**src/hdl/oal_pkg.sv**
```systemverilog
// shared types and constants for the ordered array list engine
// command codes, status codes and the controller/datapath interface structs
// no dependencies
`default_nettype none

package oal_pkg;

  // default number of list cells
  localparam int CapacityDef = 32;

  // field widths fixed by the command and result formats
  localparam int ActionW   = 3;
  localparam int PositionW = 5;
  localparam int ValueW    = 32;
  localparam int StatusW   = 2;
  localparam int IndexW    = 5;
  localparam int CountW    = 6;

  // command codes
  typedef enum logic [ActionW-1:0] {
    ACT_INSERT = 3'd0,
    ACT_APPEND = 3'd1,
    ACT_DELETE = 3'd2,
    ACT_SEARCH = 3'd3,
    ACT_GET    = 3'd4
  } action_e;

  // result status codes
  typedef enum logic [StatusW-1:0] {
    ST_OK      = 2'd0,
    ST_FULL    = 2'd1,
    ST_RANGE   = 2'd2,
    ST_MISSING = 2'd3
  } status_e;

  // controller to datapath commands
  typedef struct packed {
    logic load;    // capture a new command
    logic rd;      // issue a store read
    logic use_rd;  // consume the read data (shift, compare or capture)
    logic put;     // write the new value at its position
    logic finish;  // commit count and results
  } cmd_t;

  // datapath to controller status
  typedef struct packed {
    action_e op;     // latched command code
    logic    op_ok;  // command code is a known one
    logic    err;    // command is refused
    logic    more;   // loop over entries has further work
    logic    match;  // read entry equals the search value
  } stat_t;

endpackage : oal_pkg

`default_nettype wire

```
**src/hdl/oal_ram.sv**
```systemverilog
// generic single write port, single read port ram with registered read data
// no dependencies
`default_nettype none

module oal_ram #(
  parameter int WIDTH = 32,
  parameter int DEPTH = 32
) (
  input  wire logic                     clk_i,
  input  wire logic                     we_i,
  input  wire logic [$clog2(DEPTH)-1:0] waddr_i,
  input  wire logic [WIDTH-1:0]         wdata_i,
  input  wire logic                     re_i,
  input  wire logic [$clog2(DEPTH)-1:0] raddr_i,
  output logic      [WIDTH-1:0]         rdata_o
);

  logic [WIDTH-1:0] mem_q [DEPTH];

  // write port
  always_ff @(posedge clk_i) begin
    if (we_i) begin
      mem_q[waddr_i] <= wdata_i;
    end
  end

  // registered read port
  always_ff @(posedge clk_i) begin
    if (re_i) begin
      rdata_o <= mem_q[raddr_i];
    end
  end

endmodule : oal_ram

`default_nettype wire

```
**src/hdl/oal_datapath.sv**
```systemverilog
// datapath of the ordered array list engine: command latch, entry store,
// loop counter, fill count and result registers; uses oal_pkg and oal_ram
`default_nettype none

module oal_datapath
  import oal_pkg::*;
#(
  parameter int CAPACITY = CapacityDef
) (
  input  wire logic                 clk_i,
  input  wire logic                 rst_ni,
  input  wire logic [ActionW-1:0]   action_i,
  input  wire logic [PositionW-1:0] position_i,
  input  wire logic [ValueW-1:0]    value_i,
  input  wire cmd_t                 cmd_i,
  output stat_t                     stat_o,
  output logic      [StatusW-1:0]   status_o,
  output logic      [ValueW-1:0]    data_o,
  output logic      [IndexW-1:0]    index_o,
  output logic      [CountW-1:0]    count_o
);

  localparam int CW = $clog2(CAPACITY + 1);
  localparam int AW = $clog2(CAPACITY);
  localparam int PW = CW + PositionW;

  action_e          op_q;
  logic [PW-1:0]    pos_q;
  logic [ValueW-1:0] val_q;
  logic [CW-1:0]    k_q;
  logic [CW-1:0]    fill_q;
  logic             found_q;
  logic [ValueW-1:0] getd_q;

  logic [StatusW-1:0] status_q;
  logic [ValueW-1:0]  data_q;
  logic [IndexW-1:0]  index_q;
  logic [CountW-1:0]  count_q;

  logic [PW-1:0]     pos_in;
  logic [PW-1:0]     fill_w;
  logic [PW-1:0]     k_w;
  logic              full;
  status_e           err_code;
  logic              op_ok;
  logic              more;
  logic              match;
  logic [CW-1:0]     raddr_c;
  logic              ram_we;
  logic [AW-1:0]     ram_waddr;
  logic [ValueW-1:0] ram_wdata;
  logic [ValueW-1:0] ram_rdata;
  logic [CW-1:0]     fill_d;
  logic [PW-1:0]     index_wide;
  logic [PW:0]       count_wide;

  // widened views for compares
  assign pos_in = {{CW{1'b0}}, position_i};
  assign fill_w = {{PositionW{1'b0}}, fill_q};
  assign k_w    = {{PositionW{1'b0}}, k_q};
  assign full   = (fill_q == CW'(CAPACITY));
  assign match  = (ram_rdata == val_q);

  // refusal checks on the latched command
  always_comb begin
    err_code = ST_OK;
    op_ok    = 1'b1;
    case (op_q)
      ACT_INSERT: begin
        if (full) begin
          err_code = ST_FULL;
        end else if (pos_q > fill_w) begin
          err_code = ST_RANGE;
        end
      end
      ACT_APPEND: begin
        if (full) begin
          err_code = ST_FULL;
        end
      end
      ACT_DELETE, ACT_GET: begin
        if (pos_q >= fill_w) begin
          err_code = ST_RANGE;
        end
      end
      ACT_SEARCH: begin
        err_code = ST_OK;
      end
      default: begin
        op_ok = 1'b0;
      end
    endcase
  end

  // loop continuation and read address per command
  always_comb begin
    more    = 1'b0;
    raddr_c = k_q;
    case (op_q)
      ACT_INSERT, ACT_APPEND: begin
        more    = (k_w > pos_q);
        raddr_c = k_q - CW'(1);
      end
      ACT_DELETE: begin
        more    = ((k_w + PW'(1)) < fill_w);
        raddr_c = k_q + CW'(1);
      end
      ACT_SEARCH: begin
        more    = (k_w < fill_w);
        raddr_c = k_q;
      end
      ACT_GET: begin
        more    = 1'b0;
        raddr_c = pos_q[CW-1:0];
      end
      default: begin
        more    = 1'b0;
        raddr_c = k_q;
      end
    endcase
  end

  assign stat_o.op    = op_q;
  assign stat_o.op_ok = op_ok;
  assign stat_o.err   = (err_code != ST_OK);
  assign stat_o.more  = more;
  assign stat_o.match = match;

  // store writes: shifted entries during the loop, the new value at the end
  assign ram_we = cmd_i.put ||
                  (cmd_i.use_rd && (op_q inside {ACT_INSERT, ACT_APPEND, ACT_DELETE}));
  assign ram_waddr = cmd_i.put ? pos_q[AW-1:0] : k_q[AW-1:0];
  assign ram_wdata = cmd_i.put ? val_q : ram_rdata;

  oal_ram #(
    .WIDTH (ValueW),
    .DEPTH (CAPACITY)
  ) u_store (
    .clk_i   (clk_i),
    .we_i    (ram_we),
    .waddr_i (ram_waddr),
    .wdata_i (ram_wdata),
    .re_i    (cmd_i.rd),
    .raddr_i (raddr_c[AW-1:0]),
    .rdata_o (ram_rdata)
  );

  // command latch, append goes in as an insert at the current count
  always_ff @(posedge clk_i) begin
    if (cmd_i.load) begin
      op_q  <= action_e'(action_i);
      val_q <= value_i;
      if (action_e'(action_i) == ACT_APPEND) begin
        pos_q <= fill_w;
      end else begin
        pos_q <= pos_in;
      end
    end
  end

  // loop counter
  always_ff @(posedge clk_i) begin
    if (cmd_i.load) begin
      case (action_e'(action_i))
        ACT_INSERT, ACT_APPEND: k_q <= fill_q;
        ACT_DELETE:             k_q <= pos_in[CW-1:0];
        default:                k_q <= '0;
      endcase
    end else if (cmd_i.use_rd) begin
      case (op_q)
        ACT_INSERT, ACT_APPEND: k_q <= k_q - CW'(1);
        ACT_DELETE:             k_q <= k_q + CW'(1);
        ACT_SEARCH: begin
          if (!match) begin
            k_q <= k_q + CW'(1);
          end
        end
        default: k_q <= k_q;
      endcase
    end
  end

  // search hit flag
  always_ff @(posedge clk_i or negedge rst_ni) begin
    if (!rst_ni) begin
      found_q <= 1'b0;
    end else if (cmd_i.load) begin
      found_q <= 1'b0;
    end else if (cmd_i.use_rd && op_q == ACT_SEARCH && match) begin
      found_q <= 1'b1;
    end
  end

  // get data capture
  always_ff @(posedge clk_i) begin
    if (cmd_i.use_rd && op_q == ACT_GET) begin
      getd_q <= ram_rdata;
    end
  end

  // next fill count
  always_comb begin
    fill_d = fill_q;
    if (err_code == ST_OK) begin
      case (op_q)
        ACT_INSERT, ACT_APPEND: fill_d = fill_q + CW'(1);
        ACT_DELETE:             fill_d = fill_q - CW'(1);
        default:                fill_d = fill_q;
      endcase
    end
  end

  always_ff @(posedge clk_i or negedge rst_ni) begin
    if (!rst_ni) begin
      fill_q <= '0;
    end else if (cmd_i.finish) begin
      fill_q <= fill_d;
    end
  end

  assign index_wide = found_q ? k_w : '0;
  assign count_wide = {{(PositionW + 1){1'b0}}, fill_d};

  // result registers
  always_ff @(posedge clk_i) begin
    if (cmd_i.finish) begin
      count_q <= count_wide[CountW-1:0];
      index_q <= index_wide[IndexW-1:0];
      data_q  <= (op_q == ACT_GET && err_code == ST_OK) ? getd_q : '0;
      if (err_code != ST_OK) begin
        status_q <= err_code;
      end else if (op_q == ACT_SEARCH && !found_q) begin
        status_q <= ST_MISSING;
      end else begin
        status_q <= ST_OK;
      end
    end
  end

  assign status_o = status_q;
  assign data_o   = data_q;
  assign index_o  = index_q;
  assign count_o  = count_q;

  // the list never outgrows the store
  a_fill_bound: assert property (@(posedge clk_i) disable iff (!rst_ni)
    fill_q <= CW'(CAPACITY))
    else $error("fill count above capacity");

  // the count moves only when a command is committed
  a_fill_hold: assert property (@(posedge clk_i) disable iff (!rst_ni)
    !cmd_i.finish |=> $stable(fill_q))
    else $error("fill count changed outside commit");

  // a refused command never writes the store
  a_no_write_on_err: assert property (@(posedge clk_i) disable iff (!rst_ni)
    ram_we |-> (err_code == ST_OK && op_ok))
    else $error("store written by a refused command");

endmodule : oal_datapath

`default_nettype wire

```
**src/hdl/oal_ctrl.sv**
```systemverilog
// controller of the ordered array list engine: sequences checks, reads,
// shifts and the commit of one command; uses oal_pkg
`default_nettype none

module oal_ctrl
  import oal_pkg::*;
(
  input  wire logic  clk_i,
  input  wire logic  rst_ni,
  input  wire logic  start,
  output logic       busy,
  output logic       done_o,
  input  wire stat_t stat_i,
  output cmd_t       cmd_o
);

  typedef enum logic [5:0] {
    S_IDLE   = 6'b000001,
    S_CHECK  = 6'b000010,
    S_READ   = 6'b000100,
    S_USE    = 6'b001000,
    S_PUT    = 6'b010000,
    S_FINISH = 6'b100000
  } state_e;

  state_e state_q, state_d;
  logic   done_q;

  // next state
  always_comb begin
    state_d = state_q;
    case (state_q)
      S_IDLE: begin
        if (start) begin
          state_d = S_CHECK;
        end
      end
      S_CHECK: begin
        if (stat_i.err || !stat_i.op_ok) begin
          state_d = S_FINISH;
        end else begin
          case (stat_i.op)
            ACT_INSERT, ACT_APPEND: state_d = stat_i.more ? S_READ : S_PUT;
            ACT_DELETE, ACT_SEARCH: state_d = stat_i.more ? S_READ : S_FINISH;
            ACT_GET:                state_d = S_READ;
            default:                state_d = S_FINISH;
          endcase
        end
      end
      S_READ: begin
        state_d = S_USE;
      end
      S_USE: begin
        if (stat_i.op == ACT_GET || (stat_i.op == ACT_SEARCH && stat_i.match)) begin
          state_d = S_FINISH;
        end else begin
          state_d = S_CHECK;
        end
      end
      S_PUT: begin
        state_d = S_FINISH;
      end
      S_FINISH: begin
        state_d = S_IDLE;
      end
      default: begin
        state_d = S_IDLE;
      end
    endcase
  end

  always_ff @(posedge clk_i or negedge rst_ni) begin
    if (!rst_ni) begin
      state_q <= S_IDLE;
      done_q  <= 1'b0;
    end else begin
      state_q <= state_d;
      done_q  <= (state_q == S_FINISH);
    end
  end

  // datapath commands
  assign cmd_o.load   = (state_q == S_IDLE) && start;
  assign cmd_o.rd     = (state_q == S_READ);
  assign cmd_o.use_rd = (state_q == S_USE);
  assign cmd_o.put    = (state_q == S_PUT);
  assign cmd_o.finish = (state_q == S_FINISH);

  assign busy   = (state_q != S_IDLE);
  assign done_o = done_q;

  // an accepted command makes the block busy
  a_accept_busy: assert property (@(posedge clk_i) disable iff (!rst_ni)
    (start && !busy) |=> busy)
    else $error("accepted command did not raise busy");

  // each command gives exactly one result strobe
  a_done_pulse: assert property (@(posedge clk_i) disable iff (!rst_ni)
    done_o |=> !done_o)
    else $error("result strobe longer than one cycle");

  // a store read is always consumed in the next cycle
  a_read_use: assert property (@(posedge clk_i) disable iff (!rst_ni)
    cmd_o.rd |=> cmd_o.use_rd)
    else $error("read data not consumed");

endmodule : oal_ctrl

`default_nettype wire

```
**src/hdl/ordered_array_list_engine.sv**
```systemverilog
// top level of the ordered array list engine
// joins oal_ctrl and oal_datapath; uses oal_pkg
//
// usage
// - a command (action_i, position_i, value_i) is taken at a rising edge with
//   start high and busy low; busy stays high until the command is committed
// - actions: insert at position, append, delete at position, search value,
//   get position; refused commands leave the list unchanged
// - the result (status_o, data_o, index_o, count_o) is shown for one cycle
//   with done_o high; the receiver cannot stall, and done_o comes in the cycle
//   in which busy has dropped, so the next command may be issued then
// - each command runs check, then read and use for each moved or compared
//   entry, put for insert and append, and finish; a search stops at its first
//   hit, a get reads its one entry, and refused or unknown commands go from
//   check straight to finish
// - the entries sit in one ram with one write and one registered read port;
//   every moved or compared entry passes through a check, read and use state
// - reset clears the fill count and the controller; the store keeps its
//   contents undefined, entries are only read after they were written
`default_nettype none

module ordered_array_list_engine
  import oal_pkg::*;
#(
  parameter int CAPACITY = CapacityDef
) (
  input  wire logic                 clk_i,
  input  wire logic                 rst_ni,
  input  wire logic                 start,
  output logic                      busy,
  input  wire logic [ActionW-1:0]   action_i,
  input  wire logic [PositionW-1:0] position_i,
  input  wire logic [ValueW-1:0]    value_i,
  output logic                      done_o,
  output logic      [StatusW-1:0]   status_o,
  output logic      [ValueW-1:0]    data_o,
  output logic      [IndexW-1:0]    index_o,
  output logic      [CountW-1:0]    count_o
);

  cmd_t  cmd;
  stat_t stat;

  // sequencer
  oal_ctrl u_ctrl (
    .clk_i  (clk_i),
    .rst_ni (rst_ni),
    .start  (start),
    .busy   (busy),
    .done_o (done_o),
    .stat_i (stat),
    .cmd_o  (cmd)
  );

  // store and result logic
  oal_datapath #(
    .CAPACITY (CAPACITY)
  ) u_datapath (
    .clk_i      (clk_i),
    .rst_ni     (rst_ni),
    .action_i   (action_i),
    .position_i (position_i),
    .value_i    (value_i),
    .cmd_i      (cmd),
    .stat_o     (stat),
    .status_o   (status_o),
    .data_o     (data_o),
    .index_o    (index_o),
    .count_o    (count_o)
  );

endmodule : ordered_array_list_engine

`default_nettype wire

```
**config.mk**
```make
export PLATFORM = sky130hd
export DESIGN_NAME = ordered_array_list_engine
export DESIGN_NICKNAME = d
export VERILOG_FILES = /design/src/hdl/oal_pkg.sv /design/src/hdl/oal_ram.sv /design/src/hdl/oal_datapath.sv /design/src/hdl/oal_ctrl.sv /design/src/hdl/ordered_array_list_engine.sv
export SDC_FILE = /design/constraint.sdc
export NUM_CORES = 2
export LEC_CHECK = 0
export ABC_AREA = 0
export BUFFER_PORTS_ARGS = -buffer_cell sky130_fd_sc_hd__buf_2
export CAP_MARGIN = 20
export CORE_UTILIZATION = 55
export DETAILED_ROUTE_END_ITERATION = 10
export MAX_ROUTING_LAYER = met4
export PLACE_DENSITY = 0.73
export RECOVER_POWER = 100
export SETUP_SLACK_MARGIN = 0.2
export SYNTH_ARGS = -nofsm -noshare
export SYNTH_HDL_FRONTEND = slang
export SYNTH_SLANG_ARGS = --single-unit
```
**constraint.sdc**
```tcl
create_clock -name clk_i -period 4.2 [get_ports clk_i]
set_clock_uncertainty 0.1 [all_clocks]
set_input_delay 0.21 -clock clk_i [delete_from_list [all_inputs] [get_ports clk_i]]
set_output_delay 0.21 -clock clk_i [all_outputs]
set_load 0.02 [all_outputs]
```
Word level (Yosys, flattened, before mapping)
Memories as Yosys holds them, arrays and structs flattened. A register that Yosys moved wholly into a read port is not among the register bits.
Index checks and enable logic that the tools add are counted.
- register bits: 143
- bits in writable memories: 1024
- output and inout port bits: 47
- word-level logic and storage cells: 100
- memories: 1
- add/sub/neg operators: 5
- magnitude comparators: 5
- equal/unequal tests: 17
- mux-type cells: 31
- reductions and logical operators: 27
- memories (name ; words ; bits a word ; read ports ; clocked after Yosys merged registers in ; wr ports ; line ; text):
    u_datapath.u_store.mem_q ; 32 ; 32 ; 1 ; 1 ; 1 ; oal_ram.sv:18 ; logic [WIDTH-1:0] mem_q [DEPTH];
- operators by type and width (operator ; count):
    two-way mux 6 bit ; 8
    case mux 6 bit (3 select lines) ; 2
    == test 32 bit ; 1
    two-way mux 32 bit ; 1
    case mux 6 bit (5 select lines) ; 1
    case mux 6 bit (2 select lines) ; 2
    two-way mux 5 bit ; 3
    case mux 5 bit (3 select lines) ; 1
    adder 6 x 1 -> 6 bit, second input constant ; 2
    == test 6 bit, second input constant ; 2
    subtractor 6 x 1 -> 6 bit, second input constant ; 2
    >= comparator 11 x 6 -> 1 bit ; 1
    > comparator 11 x 6 -> 1 bit ; 1
    > comparator 6 x 11 -> 1 bit ; 1
    two-way mux 2 bit ; 5
    == test 3 x 2 -> 1 bit, second input constant ; 3
    logical AND 1 bit ; 8
    OR reduction 2 bit ; 4
    adder 6 x 1 -> 7 bit, second input constant ; 1
    less-than comparator 7 x 6 -> 1 bit ; 1
    == test 3 x 1 -> 1 bit, second input constant ; 2
    == test 6 x 1 -> 1 bit, second input constant ; 1
    == test 6 x 2 -> 1 bit, second input constant ; 1
    == test 6 x 3 -> 1 bit, second input constant ; 1
    other kinds (19) ; 30

Longest topological paths before layout
- word-level depth: 8
- depth in mapped cells: 13

Hierarchy
A second synthesis with hierarchy kept.
- cell total of the unflattened synthesis: 2792
- area, all modules: 47838.4 µm²
- modules (own cells, without submodules) (module ; times used ; cells each ; area each (µm²) ; sequential area each (µm²)):
    oal_ram ; 1 ; 2260 ; 40805.4 ; 31710.4
    oal_datapath ; 1 ; 487 ; 6576.3 ; 3898.7
    oal_ctrl ; 1 ; 45 ; 456.7 ; 176.4

Least setup slack after synthesis
OpenSTA, ideal clock, no wires.
- path kind: reg-to-reg
- from: reg u_ctrl.state_q[0]
- to: mem u_datapath.u_store.mem_q[12][0] (enable)
- library setup time: 421 ps
- arrival: 2943 ps
- data required time: 3679 ps
- path slack: 736 ps
- stages on the path, launching flop included: 7
- buffers on the path: 1
- cells stage by stage: dfstp_2 -> nor2_1 -> nand3_1 -> clkbuf_1 -> a21oi_1 -> or2_2 -> nor2_1
- longest elaborated chain between the ends: 5
- elaborated cells between the ends (all ways): 7
- RTL lines (element ; line ; text):
    start, declared ; oal_ctrl.sv:26 ; state_e state_q, state_d;
    start signal, assigned ; oal_ctrl.sv:77 ; state_q <= state_d;
    == test 6 x 4 -> 1 bit ; oal_ctrl.sv:85 ; assign cmd_o.use_rd = (state_q == S_USE);
    logical AND 1 bit ; oal_datapath.sv:131 ; (cmd_i.use_rd && (op_q inside {ACT_INSERT, ACT_APPEND, ACT_DELETE}));
    logical OR 1 bit ; oal_datapath.sv:130 ; assign ram_we = cmd_i.put ||
    two-way mux 1 bit ; oal_ram.sv:22 ; if (we_i) begin
    two-way mux 1 bit (not written as such) ; oal_ram.sv:23 ; mem_q[waddr_i] <= wdata_i;
    end, declared ; oal_ram.sv:18 ;
Several ways; a longest one is shown, not always the timed one.

Worst setup path after layout
- from: reg u_ctrl.state_q[1]
- to: mem u_datapath.u_store.mem_q[24][29] (enable)
Same word-level chain as after synthesis.

==> reports/results.ini <==
[run_status]
status=finished, violations left
violations=capacitance limit, slew limit

[clock_network]
clk_pin_slew_ns=0.06
cts_buffer_depth=3
clk_latency_ns=0.71
cts-root-buf=clkbuf_16
cts_made_buffers=114
cts_resized=0
htree_levels=3
ctsHoldBuffers=44
cts_setup_buffers=0
cts_tree=built
clkSinkCount=1194

[die]
die_area_sq_um=87400
pin_count=90
die_y_um=296
start_util_pct=55.6
coreArea_sq_um=85300
die_w_um=296
rows=107

[route]
wl_per_cell_um=26.7
wl_mm=125
vias_per_cell=6.28
drtPass1Iterations=6
vias=29400
antenna_left=0
drtIter0Drc=4560
drc=0

[power_and_ir_drop]
swShare_pct=33.6
p_per_area_nw_per_um2=616
p_clk_share_pct=29.7
p_switching_mw=11.1
p_leak_nw=17.8
irDropWorstVdd_mv=0.531
totalPowerFinal_mw=33.1
pwr-share-comb_pct=29.1
intPower_mw=22.0
seqPwrFrac_pct=41.2

[worst_setup_path]
cpPeakStageDelay_ns=0.73
crit_fanout=32
crit_path_start=u_ctrl.state_q[1]
critPathSlowestCell=o31ai_1
setup.worst_path.start_class=flip-flop
arrival_ns=4.06
critPathRequiredTime_ns=4.39
reg2reg_from=u_ctrl.state_q[1]
path_cells=nor2_1, nand3_1, o31ai_1, nand2_1, nor2_4, clkbuf_4
crit_type=reg2reg
end_kind=flip-flop

[logic_synthesis]
synth_area_sq_um=47400
syn_area_per_cell_sq_um=14.4
synth_warnings=0
synthDistinctLibCells=67
synth_edf_count=1180
ys_seq_area_share_pct=75.5
ys.flop_type=edfxtp_1
ys_ff_latch=1194
synth_async_sr_flop_share_pct=1.17
syn-num-nets=3354
synth_cells=3282

[layout]
most-common-layout-cells=edfxtp_1, nand2_1, nand3_1
final_common_cell=edfxtp_1
fin_util_pct=63.0
nets=3509
drive_above_1_share_pct=9.08
final_cell_area_sq_um=53700
areaGrowthSynthToFinish_pct=13.3

[grt]
antenna_found_initial=3
grt_max_degree=108
gr-total-overflow=0
track_usage_pct=29.6
grt_pass1_wl_mm=182
grt_pass1_vias=27900

[placement]
placed_cell_area_sq_um=50100
dp_hpwl_mm=65.8
place.gp.congestion=0.884
port_buffers=89
post-place-ws_ns=0.671

[timing]
tightestPinTransition_ns=1.91
maxSlewHeadroom_pct=-27.5
setup_tns_ns=0
slew_viol_final=71
fin_crit_ns=3.86
worst_slack_ns=0.337
grt_setup_unrepaired=false
hold_viol=0
finalCritPeriodShare_pct=92.0
finalSetupViolCount=0
fmax_ghz=0.259

[worst_hold_path]
hold_path.class=in2reg
hold_path_startpoint=value_i[7]

[flow_run]
cap_violations=2

cell usage after synthesis, drive strengths merged (5+ instances only):
cell type	instances	area share [%]
edfxtp	1180	75
nand2	787	6.2
nand3	272	2.9
nand4	168	2.2
mux2i	131	2.8
a32oi	128	2.4
buf	109	1.2
clkbuf	80	0.63
nor2	67	0.53
xnor2	45	0.83
mux2	44	1.0
and2	36	0.48
inv	29	0.23
ha	28	0.74
o21ai	22	0.23
a21oi	19	0.20
dfrtp	13	0.69
nor3	13	0.15
nand2b	10	0.13
a21o	8	0.13
a2bb2oi	7	0.13
a31oi	7	0.092
nor2b	7	0.092
o211ai	6	0.095
a211oi	5	0.090
or2	5	0.066
final timing paths:
kind                                                         end  slack [ns]  cells past startpoint
worst max-delay path            u_datapath.u_store.mem_q[24][29]        0.34                      6
worst min-delay path                         u_datapath.val_q[7]        0.12                      2
worst max register to register  u_datapath.u_store.mem_q[24][29]        0.34                      6
worst min register to register                u_datapath.found_q        0.39                      1
max in group asynchronous                      u_ctrl.state_q[3]        2.30                      4
min in group asynchronous                      u_ctrl.state_q[0]        0.58                      3
through the flow:
| step | hold WS [ns] | instances |
|---|---|---|
| 3_3_place_gp | 0.0431 | 4420 |
| 6_report | 0.121 | 4679 |
| 5_1_grt | 0.129 | 4678 |
| 4_1_cts | 0.0754 | 4677 |
| 2_1_floorplan | -0.186 | 3282 |
| 3_5_place_dp | 0.0445 | 4420 |
flip-flops by register name, indices dropped and copies added (netlist names), 3 cells and up:
register,count
u_datapath.val_q,32
u_datapath.k_q,6
u_datapath.fill_q,6
u_datapath.u_store.mem_q,1024
u_datapath.data_o,32
u_ctrl.state_q,6
u_datapath.u_store.rdata_o,32
u_datapath.pos_q,6
u_datapath.index_o,5
u_datapath.getd_q,32
u_datapath.count_o,6
u_datapath.op_q,3
per-layer routing:
metal  wire, um  GRT usage (%)  up-vias
met3      14500           4.77      259
met1      48300           40.5    14600
met2      58900           45.9     1853
met5          0              -        -
met4       3520           9.21        0
li1           -              -    12700
worst max-delay path, delay by kind of cell, from the launching register on:
| kind | cells | cell delay (ns) |
|---|---|---|
| AOI/OAI and AO/OA | 1 | 0.73 |
| and+or+nand+nor | 4 | 1.48 |
| buffers and inverters | 1 | 0.68 |
| DFF | 1 | 0.42 |
power by group through the flow:
stage / logic [mW] / clock network [mW] / registers, mW
2_1_floorplan: 6.34 / 0 / 13.8
3_3_place_gp: 9.25 / 0 / 13.9
3_5_place_dp: 9.40 / 0 / 13.9
4_1_cts: 9.51 / 9.89 / 13.6
5_1_grt: 10.3 / 10.3 / 13.7
6_report: 9.61 / 9.83 / 13.6
kinds of logic (layout without fill, tap and decap cells):
group	count (synthesis)	count (layout)	share of synthesized area [%]
compound gates	229	229	3.83
xor+xnor	49	49	0.905
fa+ha+maj	30	30	0.802
buf+inv	218	470	2.06
flops	1194	1194	75.5
mux	175	175	3.81
other cells	0	1	0
simple gates	1387	1387	13.1
layout make-up:
type / instances / area (sq um)
Clock inverter: 83 / 633
Clock buffer: 130 / 2930
Antenna cell: 1 / 2.50
Inverter: 29 / 109
Tap cell: 1144 / 1430
Timing Repair Buffer: 228 / 1920
Multi-Input combinational cell: 1870 / 10900
Sequential cell: 1194 / 35800
Fill cell: 5954 / 31600
(Power assumes the default switching activity.)
